$ cat config.mk
export PLATFORM = sky130hd
export DESIGN_NAME = rail_voltmeter_filter
export DESIGN_NICKNAME = d
export VERILOG_FILES = /design/src/rvf_pkg.sv /design/src/rail_voltmeter_filter.sv /design/src/rvf_ewma.sv
export SDC_FILE = /design/constraint.sdc
export NUM_CORES = 1
export LEC_CHECK = 0
export BUFFER_PORTS_ARGS = -buffer_cell sky130_fd_sc_hd__buf_2
export CORE_AREA = 5 5 147 149
export CTS_CLUSTER_DIAMETER = 120
export DETAILED_ROUTE_END_ITERATION = 6
export DIE_AREA = 0 0 152 154
export PLACE_DENSITY_LB_ADDON = 0.3
export RECOVER_POWER = 100
export REMOVE_ABC_BUFFERS = 1
export SLEW_MARGIN = 10
export SYNTH_ARGS = -nofsm -noshare
export SYNTH_HDL_FRONTEND = slang
export SYNTH_SLANG_ARGS = --single-unit
$ cat constraint.sdc
create_clock -name i_clk -period 6.5 [get_ports i_clk]
set_input_delay 0.325 -clock i_clk [delete_from_list [all_inputs] [get_ports i_clk]]
set_output_delay 0.325 -clock i_clk [all_outputs]
set_load 0.02 [all_outputs]
$ cat src/rvf_pkg.sv
// Package for the rail voltmeter filter: payload structs, message codes and
// fixed datapath constants. No dependencies.
`timescale 1ns / 1ps
`default_nettype none

package rvf_pkg;

    // Default parameter values for the top level.
    localparam int SamplesPerFrameDef = 16;
    localparam int BootFramesDef      = 100;

    // Fixed datapath widths and constants.
    localparam int SumW       = 14;
    localparam int AvgW       = 16;
    localparam int ReadW      = 11;
    localparam int CfgW       = 8;
    localparam logic [ReadW-1:0] FullScale = 11'd1534;
    localparam logic [CfgW-1:0]  DebounceReloadRst = 8'd100;
    localparam logic [CfgW-1:0]  MessageFramesRst  = 8'd60;

    // Configuration register indexes.
    typedef enum logic {
        CFG_DEBOUNCE_RELOAD = 1'b0,
        CFG_MESSAGE_FRAMES  = 1'b1
    } t_cfg_idx;

    // Display message codes.
    typedef enum logic [1:0] {
        MSG_READING = 2'd0,
        MSG_BOOT    = 2'd1,
        MSG_POS     = 2'd2,
        MSG_NEG     = 2'd3
    } t_msg;

    // One poll item.
    typedef struct packed {
        logic       button_level;
        logic       sample_valid;
        logic [9:0] sample;
    } t_in_item;

    // One frame result item.
    typedef struct packed {
        logic [ReadW-1:0] reading;
        logic [1:0]       message;
        logic             point_on;
        logic             rail_negative;
    } t_out_item;

endpackage

`default_nettype wire

$ cat src/rail_voltmeter_filter.sv
// Top level of the rail voltmeter filter: input register, button debounce,
// sample accumulation, frame message control and result register.
// Depends on rvf_pkg and rvf_ewma.
//
//   Channel | Direction | Handshake                   | Payload
//   --------+-----------+-----------------------------+---------------------------
//   in      | input     | i_in_valid / o_in_ready     | i_in  (t_in_item)
//   out     | output    | o_out_valid / i_out_ready   | o_out (t_out_item)
//   cfg     | input     | i_cfg_valid / o_cfg_ready   | i_cfg_index, i_cfg_data
//
// One item enters per cycle unless the output register holds a result that is not
// taken. An item is held in the input register, then updates all state in one pass;
// a frame-closing item loads its result into the output register.
// The input register advances whenever the output register is empty or is being
// taken. Reset is synchronous and active low; configuration is always ready.
`timescale 1ns / 1ps
`default_nettype none

module rail_voltmeter_filter
    import rvf_pkg::*;
#(
    parameter int SAMPLES_PER_FRAME = SamplesPerFrameDef,
    parameter int BOOT_FRAMES       = BootFramesDef
) (
    input  wire logic      i_clk,
    input  wire logic      i_rst_n,
    input  wire logic      i_in_valid,
    output logic           o_in_ready,
    input  wire t_in_item  i_in,
    output logic           o_out_valid,
    input  wire logic      i_out_ready,
    output t_out_item      o_out,
    input  wire logic      i_cfg_valid,
    output logic           o_cfg_ready,
    input  wire logic      i_cfg_index,
    input  wire logic [CfgW-1:0] i_cfg_data
);

    localparam int CntW = $clog2(SAMPLES_PER_FRAME);
    localparam logic [CntW-1:0] CntLast = CntW'(SAMPLES_PER_FRAME - 1);

    // Registers.
    logic [CfgW-1:0]  r_debounce_reload, r_message_frames;
    t_in_item         r_in;
    logic             r_in_vld;
    t_out_item        r_out;
    logic             r_out_vld;
    logic [CntW-1:0]  r_count;
    logic [SumW-1:0]  r_sum;
    logic [AvgW-1:0]  r_avg;
    logic [CfgW-1:0]  r_timer;
    t_msg             r_kind;
    logic             r_point;
    logic             r_stable;
    logic [CfgW-1:0]  r_db_cnt;
    logic             r_pending;
    logic             r_active;

    // Next values.
    logic             process;
    logic             frame_done;
    logic [CfgW-1:0]  db_dec;
    logic             n_stable;
    logic [CfgW-1:0]  n_db_cnt;
    logic             n_pending;
    logic [SumW-1:0]  sum_add;
    logic [AvgW-1:0]  n_avg;
    logic [ReadW-1:0] value;
    logic [CfgW-1:0]  n_timer;
    t_msg             n_kind;
    logic             n_point;
    logic             n_active;

    assign process     = r_in_vld && (!r_out_vld || i_out_ready);
    assign o_in_ready  = !r_in_vld || process;
    assign o_cfg_ready = 1'b1;
    assign o_out_valid = r_out_vld;
    assign o_out       = r_out;

    // Configuration writes.
    always_ff @(posedge i_clk) begin
        if (!i_rst_n) begin
            r_debounce_reload <= DebounceReloadRst;
            r_message_frames  <= MessageFramesRst;
        end else if (i_cfg_valid) begin
            unique case (t_cfg_idx'(i_cfg_index))
                CFG_DEBOUNCE_RELOAD: r_debounce_reload <= i_cfg_data;
                CFG_MESSAGE_FRAMES:  r_message_frames  <= i_cfg_data;
                default:             r_debounce_reload <= r_debounce_reload;
            endcase
        end
    end

    // Input register.
    always_ff @(posedge i_clk) begin
        if (!i_rst_n) begin
            r_in_vld <= 1'b0;
        end else if (o_in_ready) begin
            r_in_vld <= i_in_valid;
        end
    end

    always_ff @(posedge i_clk) begin
        if (o_in_ready && i_in_valid) begin
            r_in <= i_in;
        end
    end

    // Button debounce: a changed level counts down, the stable level reloads.
    assign db_dec = r_db_cnt - CfgW'(1);
    always_comb begin
        n_stable  = r_stable;
        n_pending = r_pending;
        n_db_cnt  = r_debounce_reload;
        if (r_in.button_level != r_stable) begin
            n_db_cnt = db_dec;
            if (db_dec == '0) begin
                n_stable = ~r_stable;
                n_db_cnt = r_debounce_reload;
                if (r_stable) begin
                    n_pending = ~r_pending;
                end
            end
        end
    end

    // Sample accumulation; the last sample of a frame closes it.
    assign sum_add    = r_sum + SumW'(r_in.sample);
    assign frame_done = r_in.sample_valid && (r_count == CntLast);

    rvf_ewma u_ewma (
        .i_frame_sum     (sum_add[SumW-1:2]),
        .i_avg           (r_avg),
        .i_rail_negative (r_active),
        .o_avg           (n_avg),
        .o_value         (value)
    );

    // Frame message update and rail switch.
    always_comb begin
        n_timer  = r_timer;
        n_kind   = r_kind;
        n_point  = r_point;
        n_active = r_active;
        if (r_timer == '0) begin
            n_kind  = MSG_READING;
            n_point = 1'b1;
        end else begin
            n_timer = r_timer - CfgW'(1);
        end
        if (n_pending != r_active) begin
            n_active = n_pending;
            n_timer  = r_message_frames;
            n_point  = 1'b0;
            n_kind   = n_pending ? MSG_NEG : MSG_POS;
        end
    end

    // State update for each processed item.
    always_ff @(posedge i_clk) begin
        if (!i_rst_n) begin
            r_count   <= '0;
            r_sum     <= '0;
            r_avg     <= '0;
            r_timer   <= CfgW'(BOOT_FRAMES);
            r_kind    <= MSG_BOOT;
            r_point   <= 1'b0;
            r_stable  <= 1'b1;
            r_db_cnt  <= '0;
            r_pending <= 1'b0;
            r_active  <= 1'b0;
        end else if (process) begin
            r_stable  <= n_stable;
            r_db_cnt  <= n_db_cnt;
            r_pending <= n_pending;
            if (frame_done) begin
                r_count  <= '0;
                r_sum    <= '0;
                r_avg    <= n_avg;
                r_timer  <= n_timer;
                r_kind   <= n_kind;
                r_point  <= n_point;
                r_active <= n_active;
            end else if (r_in.sample_valid) begin
                r_count <= r_count + CntW'(1);
                r_sum   <= sum_add;
            end
        end
    end

    // Result register.
    always_ff @(posedge i_clk) begin
        if (!i_rst_n) begin
            r_out_vld <= 1'b0;
        end else if (process && frame_done) begin
            r_out_vld <= 1'b1;
        end else if (i_out_ready) begin
            r_out_vld <= 1'b0;
        end
    end

    always_ff @(posedge i_clk) begin
        if (process && frame_done) begin
            r_out.reading       <= value;
            r_out.message       <= n_kind;
            r_out.point_on      <= n_point;
            r_out.rail_negative <= n_active;
        end
    end

endmodule

`default_nettype wire

$ cat src/rvf_ewma.sv
// Frame filter: exponentially weighted average update and display scaling.
// Purely combinational; depends on rvf_pkg.
`timescale 1ns / 1ps
`default_nettype none

module rvf_ewma
    import rvf_pkg::*;
(
    input  wire logic [SumW-3:0]  i_frame_sum,
    input  wire logic [AvgW-1:0]  i_avg,
    input  wire logic             i_rail_negative,
    output logic      [AvgW-1:0]  o_avg,
    output logic      [ReadW-1:0] o_value
);

    logic [AvgW-4:0] decay;
    logic [AvgW:0]   avg_sum;
    logic [AvgW-4:0] avg_div;
    logic [AvgW-1:0] scaled;
    logic [ReadW-1:0] raw;

    // Decay term: (avg - 4) / 8 truncating toward zero, so zero below four.
    always_comb begin
        if (i_avg < AvgW'(4)) begin
            decay = '0;
        end else begin
            decay = (AvgW-3)'((i_avg - AvgW'(4)) >> 3);
        end
    end

    // New average wraps at sixteen bits.
    assign avg_sum = (AvgW+1)'(i_avg) + (AvgW+1)'(i_frame_sum) - (AvgW+1)'(decay);
    assign o_avg   = avg_sum[AvgW-1:0];

    // Scale by 12/32 of the average divided by eight; the product wraps at 16 bits.
    assign avg_div = o_avg[AvgW-1:3];
    assign scaled  = AvgW'({avg_div, 3'b000}) + AvgW'({avg_div, 2'b00});
    assign raw     = scaled[AvgW-1:5];

    // Invert for the negative rail, or clamp to full scale for the positive one.
    always_comb begin
        if (i_rail_negative) begin
            o_value = (raw >= FullScale) ? '0 : FullScale - raw;
        end else begin
            o_value = (raw > FullScale) ? FullScale : raw;
        end
    end

endmodule

`default_nettype wire
==> flow_metrics.py, run 1 <==
metrics = {
    "die": {
        "initial_utilization_pct": 34.5,
        "io_pins": 44,
        "core-area_um2": 20000,
        "dieArea_um2": 23400,
        "fp.dieH_um": 154,
        "fp.dieW_um": 152,
        "rows": 52,
    },
    "worst_setup_path": {
        "crit_required_ps": 6600,
        "critPathMaxFanout": 5,
        "worst_path_max_delay_cell": "fa_1",
        "reg2reg_slack_ps": 100,
        "worstSetupPathType": "reg2reg",
        "critPathCaptureType": "flop",
        "crit_arrival_ps": 6500,
        "cp-start-kind": "flop",
        "slowest_delay_ps": 500,
    },
    "cells_and_area": {
        "final_area_um2": 8970,
        "final_cell_mix": "buf_4, nand2_1, nor2_1, dfxtp_1, inv_1",
        "final_nets": 1083,
        "final-seq-area_um2": 2290,
        "final_core_util_pct": 44.7,
        "syn2layout_area_growth_pct": 29.6,
        "layout_commonest_cell": "buf_4",
        "nFillCells": 2057,
        "drive_gt1_share_pct": 26.1,
        "stdcell_count": 1268,
        "multi_input_area_um2": 4570,
        "antenna_cells": 0,
    },
    "logic_synthesis": {
        "synth-seq-cells": 101,
        "async_flop_share_pct": 0,
        "synth.avg_cell_area_um2": 8.30,
        "synthFlopType": "dfxtp_1",
        "synthCells": 834,
        "synth_area_um2": 6920,
        "yosys_warnings": 0,
        "yosysUniqueCellTypes": 79,
        "synth-edff-count": 27,
        "yosysSeqAreaShare_pct": 33.1,
    },
    "global_routing": {
        "overflow": 0,
        "grt_max_degree": 61,
        "grt_pass1_wl_mm": 28.2,
        "grt_pass1_vias": 5950,
        "grt_usage_pct": 14.2,
        "antenna_found_initial": 0,
    },
    "pwr": {
        "ir_drop_mv": 0.215,
        "power_leakage_nw": 3.81,
        "power_density_nw_per_um2": 431,
    },
    "timing": {
        "final-hold-violation-count": 0,
        "fin_crit_sh_pct": 98.5,
        "min_period_ps": 6400,
        "fmax_ghz": 0.156,
        "worstMarginPinSlew_ps": 2030,
        "setup_viol": 0,
        "max_slew_margin_pct": -35.5,
        "maxSlewViolCount": 96,
        "skew_ps": 9.57,
        "grt_setup_unrepaired": "yes",
    },
    "status": {
        "violations": "max-capacitance violations, max-slew violations",
        "status": "complete, but fails checks",
    },
    "routing": {
        "drt-total-wl_mm": 16.7,
        "drt-pass1-iter-count": 4,
        "via_count": 6133,
        "drtIter0Drc": 180,
        "drc": 0,
        "viasPerCell": 4.84,
        "wl_per_cell_um": 13.2,
        "antenna_left": 0,
    },
    "min_path": {
        "hold_class": "in2reg",
    },
    "clocking": {
        "cts.path.max_buffers": 2,
        "cts_root_buf": "clkbuf_16",
        "cts-htree-levels": 3,
        "cts_tree": "built",
        "hold_buffers": 0,
        "path_clk_slew_ps": 70,
        "clock_latency_ps": 350,
        "cts.sinks": 101,
        "cts_buffers": 9,
    },
    "placed_design": {
        "io_buffers": 42,
        "dp_hpwl_mm": 12.4,
        "dp.cells": 1237,
        "placed_area_um2": 8250,
        "gp_congestion": 0.871,
    },
    "flow_run": {
        "max_cap_violations": 2,
    },
}
[through the flow]
| step | TNS, ps | power, W | hold WS (ps) | worst slack [ps] |
|---|---|---|---|---|
| floorplan | -5570 | 0.00211 | 387 | -662 |
| global placement | -2800 | 0.00308 | 443 | -331 |
| finish | 0 | 0.00386 | 145 | 98.6 |
| global route | -1420 | 0.00419 | 132 | -194 |
| CTS | 0 | 0.00369 | 131 | 6.60 |
| detailed placement | -2960 | 0.00308 | 453 | -374 |
[cell families (layout without fill, tap and decap cells)]
logic type,count (synthesis),in the layout,synth area share [%]
and+or+nand+nor,303,303,20.1
AOI/OAI and AO/OA,201,201,19.9
buffers and inverters,103,267,5.64
DFF,101,101,33.1
adders and majority gates,64,64,13.0
xor gates and xnor gates,57,57,7.54
muxes,4,4,0.579
other,1,1,0.0542
[registers in the layout, indices dropped and copies added (netlist names), 2 cells and up]
name	count
r_avg	16
o_out	15
r_sum	14
r_in	12
r_db_cnt	8
r_debounce_reload	8
r_message_frames	8
r_timer	8
r_count	4
r_kind	2
[Yosys cell counts (5+ instances only)]
| master | count | area share, % |
|---|---|---|
| nor3_1 | 20 | 1.4 |
| inv_1 | 74 | 4.0 |
| nor3b_1 | 5 | 0.54 |
| nand2_1 | 107 | 5.8 |
| a21o_1 | 15 | 1.6 |
| fa_1 | 13 | 3.8 |
| xnor2_1 | 32 | 4.1 |
| o211ai_1 | 7 | 0.76 |
| clkbuf_1 | 27 | 1.5 |
| edfxtp_1 | 27 | 12 |
| a31oi_1 | 7 | 0.63 |
| nor2_1 | 89 | 4.8 |
| ha_1 | 51 | 9.2 |
| a211oi_1 | 12 | 1.3 |
| or2_2 | 5 | 0.45 |
| o21ai_0 | 26 | 1.9 |
| xor2_1 | 22 | 2.8 |
| nand3_1 | 22 | 1.6 |
| or3_1 | 7 | 0.63 |
| dfxtp_1 | 74 | 21 |
| nand2b_1 | 6 | 0.54 |
| a21oi_1 | 78 | 5.6 |
| and3_1 | 9 | 0.81 |
| and2_1 | 8 | 0.72 |
[power by group]
part | switching (W) | leakage, nW | internal (W) | total, W
registers | 0.0000139 | 0.852 | 0.000717 | 0.000731
logic | 0.00129 | 2.82 | 0.00131 | 0.00261
clock network | 0.000251 | 0.143 | 0.000276 | 0.000526
[worst max-delay path: cells and delay by family (launching register included)]
| kind | cells | cell delay (ps) |
|---|---|---|
| AOI/OAI and AO/OA | 18 | 3060 |
| adders and majority gates | 5 | 1600 |
| and+or+nand+nor | 5 | 690 |
| DFF | 1 | 330 |
| xor gates and xnor gates | 2 | 320 |
| buffers and inverters | 3 | 150 |
[routing by layer]
metal / part of all wire, % / vias to the layer above / GRT usage, %
li1: - / 3201 / -
met1: 47 / 2854 / 18.4
met2: 49 / 61 / 24.4
met3: 3.0 / 17 / 2.56
met4: 1.5 / 0 / 3.64
met5: 0 / - / 0
[worst paths after layout]
kind	startpoint	end	cells after the start
min reg2reg	r_message_frames[1]	r_message_frames[1]	2
max reg2reg	r_in[0]	o_out[6]	33
min	i_in[11]	r_in[11]	1
max	r_in[0]	o_out[6]	33
[what timing repair did]
| action | 4_1_cts | 5_1_grt |
|---|---|---|
| pin swaps | 20 | 44 |
| resized for setup | 27 | 52 |
| gates cloned | 0 | 0 |
| endpoints found under the setup margin | 11 | 11 |
| buffers inserted | 7 | 8 |
[cell type report]
| type | count | share of cell area [%] |
|---|---|---|
| multi-input cells | 630 | 51.0 |
| flip-flops and latches | 101 | 25.6 |
| repair buffers | 176 | 13.3 |
| well taps | 270 | 3.77 |
| inverters | 75 | 3.14 |
| clock buffers | 11 | 2.71 |
| clock inverters | 5 | 0.461 |
(Power assumes the default switching activity.)
==> run 2, diff against run 1 <==
CTS_BUF_LIST = sky130_fd_sc_hd__clkbuf_4 sky130_fd_sc_hd__clkbuf_8   (was unset)
==> run 2 against run 1 <==
  * The flow finishes with violations (max-capacitance violations, max-slew violations, negative setup slack)
  * Power shrank 0.59%
  * Maximum frequency fell by 2.2%
  * Register-to-register slack worse by 140 ps
  * Critical path depth grew 1
  * Die area is the same
  * First-iteration DRC count rose by 14%
  * Largest cell class unchanged
  * Highest routed layer unchanged
==> flow_metrics.py, run 2 (same netlist as run 1, synthesis figures left out) <==
metrics = {
    "pwr": {
        "p_seq_share_pct": 19.0,
        "power_leakage_nw": 3.81,
        "switching_power_w": 0.00159,
        "p_sw_share_pct": 41.5,
        "p_int_w": 0.00225,
        "power_density_nw_per_um2": 429,
        "power_frac_clock_pct": 10.4,
        "ir_drop_mv": 0.234,
        "comb_power_share_pct": 70.6,
    },
    "min_path": {
        "hold_class": "in2reg",
        "hold_end": "r_in[11]",
        "worstHoldStart": "i_in[11]",
        "hold_depth": 1,
    },
    "cells_and_area": {
        "layout_commonest_cell": "buf_4",
        "largest_reg_flops": 16,
        "regMostFlops": "r_avg",
        "multi_input_area_um2": 4630,
        "drive_gt1_share_pct": 27.2,
        "syn2layout_area_growth_pct": 29.5,
        "final_core_util_pct": 44.7,
        "final_nets": 1087,
        "antenna_cells": 0,
        "final_cell_mix": "buf_4, nand2_1, nor2_1, dfxtp_1, inv_1",
        "nFillCells": 2065,
        "final_area_um2": 8960,
        "final-seq-area_um2": 2290,
    },
    "global_routing": {
        "grt_usage_pct": 14.2,
        "grt_pass1_vias": 5936,
        "antenna_found_initial": 0,
        "grt_max_degree": 61,
        "overflow": 0,
        "grt_pass1_wl_mm": 28.1,
    },
    "worst_setup_path": {
        "critPathMaxFanout": 4,
        "cp.depth": 34,
        "reg2reg_from": "r_in[0]",
        "crit_buf_inv": 4,
        "worst_path_max_delay_cell": "fa_1",
        "crit_arrival_ps": 6690,
        "reg2reg_slack_ps": -50,
        "cp-start-kind": "flop",
        "r2r_end": "o_out[8]",
        "crit_required_ps": 6640,
        "critPathCaptureType": "flop",
        "path_delay_family": "compound AO/OA/AOI/OAI gates",
        "slowest_delay_ps": 550,
        "worstSetupPathType": "reg2reg",
        "worstRegToRegCells": 34,
    },
    "clocking": {
        "cts_root_buf": "clkbuf_8",
        "clock_latency_ps": 390,
        "cts-htree-levels": 3,
        "hold_buffers": 0,
        "cts_tree": "built",
        "path_clk_slew_ps": 100,
        "cts_buffers": 9,
        "cts.path.max_buffers": 2,
        "cts.sinks": 101,
    },
    "timing": {
        "final-hold-violation-count": 0,
        "maxSlewViolCount": 96,
        "grt_setup_unrepaired": "yes",
        "fin_crit_sh_pct": 101,
        "worstMarginPinSlew_ps": 2000,
        "skew_ps": 13.2,
        "setup_viol": 5,
        "max_slew_margin_pct": -33.3,
        "fin_ws_ps": -46.1,
        "min_period_ps": 6550,
        "hold_slack_ps": 104,
        "fmax_ghz": 0.153,
    },
    "routing": {
        "wl_per_cell_um": 13.3,
        "viasPerCell": 4.85,
        "drtIter0Drc": 205,
        "antenna_left": 0,
        "drt-pass1-iter-count": 4,
        "drt-total-wl_mm": 16.9,
        "via_count": 6164,
        "drc": 0,
    },
    "placed_design": {
        "dp_hpwl_mm": 12.4,
        "gp_congestion": 0.871,
        "io_buffers": 42,
        "placed_area_um2": 8250,
    },
    "status": {
        "violations": "max-capacitance violations, max-slew violations, negative setup slack",
        "status": "complete, but fails checks",
    },
    "die": {
        "rows": 52,
        "fp.dieW_um": 152,
        "core-area_um2": 20000,
        "io_pins": 44,
        "initial_utilization_pct": 34.5,
        "fp.dieH_um": 154,
        "dieArea_um2": 23400,
    },
    "flow_run": {
        "max_cap_violations": 2,
    },
}
## run 2: what timing repair did
item                                    4_1_cts  5_1_grt
endpoints found under the setup margin       11       11
resized for setup                            27       63
pin swaps                                    20       59
buffers inserted                              7       13
## run 2: area by class of cell
type / count / area share, %
Timing Repair Buffer: 180 / 13.7
Inverter: 75 / 3.14
Clock buffer: 11 / 1.62
Multi-Input combinational cell: 630 / 51.7
Sequential cell: 101 / 25.6
Clock inverter: 5 / 0.461
Tap cell: 270 / 3.77
## run 2: metrics by stage
| step | total power, W | setup slack (ps) | instances | TNS [ps] |
|---|---|---|---|---|
| final | 0.00384 | -46.1 | 1272 | -102 |
| after global routing | 0.00415 | -297 | 1272 | -2650 |
| after CTS | 0.00355 | 7.79 | 1260 | 0 |
| after detailed placement | 0.00308 | -374 | 1237 | -2960 |
| after global placement | 0.00308 | -331 | 1237 | -2800 |
| after floorplan | 0.00211 | -662 | 806 | -5570 |
## run 2: how the worst max path moves through the flow
stage / endpoint / start / slack [ps]
after global routing: o_out[8] / r_in[0] / -300
after floorplan: o_out[8] / r_avg[2] / -660
after global placement: o_out[8] / r_sum[0] / -330
after detailed placement: o_out[6] / r_in[0] / -370
after CTS: o_out[8] / r_avg[2] / 8
final: o_out[8] / r_in[0] / -50
## run 2: power by group through the flow
stage	Combinational (W)	Sequential, W	Clock (W)
4_1_cts	0.00241	0.000731	0.000415
5_1_grt	0.00299	0.000733	0.000433
3_3_place_gp	0.00234	0.000745	0
6_report	0.00271	0.000731	0.000398
2_1_floorplan	0.00136	0.000741	0
3_5_place_dp	0.00234	0.000745	0
## run 2: per-layer routing
metal  up-vias  track usage [%]  wire length [um]
li1       3200                -                 -
met1      2881             18.4              7910
met2        66             24.3              8310
met3        17             2.22               438
met4         0             4.37               289
met5         -                0                 0
==> run 3, diff against run 2 <==
PLACE_DENSITY = 0.56   (was unset)
PLACE_DENSITY_LB_ADDON = unset   (was 0.3)
==> run 3 against run 2 <==
  * The run ends with max-capacitance violations, max-slew violations left
  * Clock-buffer cell count down 1
  * Sequential power is essentially flat
  * Power up 5.2%
  * Non-clock buffer count grew 16
  * Sequential share of layout area fell by 0.73 points
  * First-iteration DRC count up 9.8%
  * Worst hold slack improved by 3.1 ps
  * Largest cell class unchanged
==> flow_metrics.py, run 3 (same netlist as run 1, synthesis figures left out) <==
metrics = {
    "status": {
        "status": "complete, but fails checks",
        "violations": "max-capacitance violations, max-slew violations",
    },
    "timing": {
        "fmax_ghz": 0.154,
        "grt_setup_unrepaired": "yes",
        "max_slew_margin_pct": -96.0,
        "maxSlewViolCount": 61,
        "setup_viol": 0,
        "worstMarginPinSlew_ps": 2940,
        "fin_crit_sh_pct": 99.7,
        "tns_ps": 0,
        "skew_ps": 23.8,
        "min_period_ps": 6480,
        "final-hold-violation-count": 0,
        "hold_slack_ps": 107,
    },
    "worst_setup_path": {
        "reg2reg_slack_ps": 20,
        "worstRegToRegCells": 34,
        "worst_path_max_delay_cell": "fa_1",
        "crit_buf_inv": 2,
        "slowest_delay_ps": 450,
        "reg2reg_from": "r_in[0]",
        "cp-start-kind": "flop",
        "startpoint": "r_in[0]",
        "worstSetupPathType": "reg2reg",
        "critPathMaxFanout": 4,
        "cp-endpoint": "o_out[8]",
        "critPathCaptureType": "flop",
        "path_delay_family": "compound AO/OA/AOI/OAI gates",
        "crit_arrival_ps": 6630,
        "cp.depth": 34,
        "crit_required_ps": 6650,
        "crit_path_frequent_cell": "a21oi_2",
        "r2r_end": "o_out[8]",
    },
    "flow_run": {
        "max_cap_violations": 1,
    },
    "cells_and_area": {
        "layout_commonest_cell": "buf_4",
        "multi_input_area_um2": 4730,
        "regMostFlops": "r_avg",
        "final_core_util_pct": 46.0,
        "syn2layout_area_growth_pct": 33.3,
        "final_cell_mix": "buf_4, nand2_1, nor2_1, dfxtp_1, inv_1",
        "drive_gt1_share_pct": 29.9,
        "final-seq-area_um2": 2290,
        "nFillCells": 2009,
        "largest_reg_flops": 16,
        "stdcell_count": 1288,
        "antenna_cells": 0,
        "final_nets": 1103,
    },
    "die": {
        "core-area_um2": 20000,
        "fp.dieW_um": 152,
        "initial_utilization_pct": 34.5,
        "rows": 52,
        "dieArea_um2": 23400,
        "fp.dieH_um": 154,
        "io_pins": 44,
    },
    "routing": {
        "drc": 0,
        "antenna_left": 0,
        "wl_per_cell_um": 13.6,
        "drtIter0Drc": 225,
        "via_count": 6239,
        "viasPerCell": 4.84,
        "drt-total-wl_mm": 17.5,
        "drt-pass1-iter-count": 5,
    },
    "clocking": {
        "cts.path.max_buffers": 2,
        "path_clk_slew_ps": 110,
        "cts_buffers": 9,
        "cts.sinks": 101,
        "cts-htree-levels": 3,
        "cts_root_buf": "clkbuf_8",
        "clock_latency_ps": 400,
        "cts_tree": "built",
    },
    "pwr": {
        "power_density_nw_per_um2": 438,
        "power_leakage_nw": 3.92,
        "ir_drop_mv": 0.259,
    },
    "global_routing": {
        "grt_max_degree": 61,
        "overflow": 0,
        "grt_usage_pct": 14.6,
        "grt_pass1_wl_mm": 28.8,
        "grt_pass1_vias": 6007,
        "antenna_found_initial": 0,
    },
    "placed_design": {
        "gp_congestion": 0.893,
        "dp_hpwl_mm": 12.6,
        "io_buffers": 42,
        "dp.cells": 1247,
    },
    "min_path": {
        "hold_class": "in2reg",
    },
}
-- run 3: power breakdown --
group / internal [W] / total (W) / switching (W)
Combinational: 0.00145 / 0.00285 / 0.00140
Clock: 0.000222 / 0.000455 / 0.000233
Sequential: 0.000717 / 0.000731 / 0.0000141
-- run 3: area by class of cell --
cell class | instances | area share (%)
Tap cell | 270 | 3.66
Clock buffer | 10 | 1.42
Timing Repair Buffer | 196 | 14.7
Sequential cell | 101 | 24.9
Multi-Input combinational cell | 630 | 51.3
Inverter | 75 | 3.05
Clock inverter | 6 | 0.950
-- run 3: timing repair --
item | in CTS | in global routing
resized for setup | 44 | 69
buffers inserted | 11 | 16
endpoints found under the setup margin | 11 | 11
pin swaps | 29 | 68
hold buffers | 0 | 0
-- run 3: metal layers --
layer	wire [um]	global-route usage, %	up-vias
met5	0	0	-
met4	203	3.47	0
met3	421	2.47	12
met2	8380	24.4	67
met1	8540	19.8	2930
li1	-	-	3230
-- run 3: worst min-delay path by stage --
stage | start | cells after the start | endpoint | slack (ps)
after floorplan | i_rst_n | 1 | r_timer[2] | 390
after detailed placement | r_kind[1] | 2 | r_kind[1] | 450
final | i_in[10] | 1 | r_in[10] | 110
after CTS | i_in[10] | 1 | r_in[10] | 80
after global placement | r_message_frames[6] | 2 | r_message_frames[6] | 440
after global routing | i_in[1] | 1 | r_in[1] | 80
-- run 3: through the flow --
stage	setup WS [ps]	cell area (um2)	power (W)
3_5_place_dp	-400	8330	0.00315
2_1_floorplan	-662	6810	0.00211
4_1_cts	1.74	8820	0.00372
3_3_place_gp	-424	8330	0.00315
5_1_grt	-290	9220	0.00434
6_report	16.3	9220	0.00404
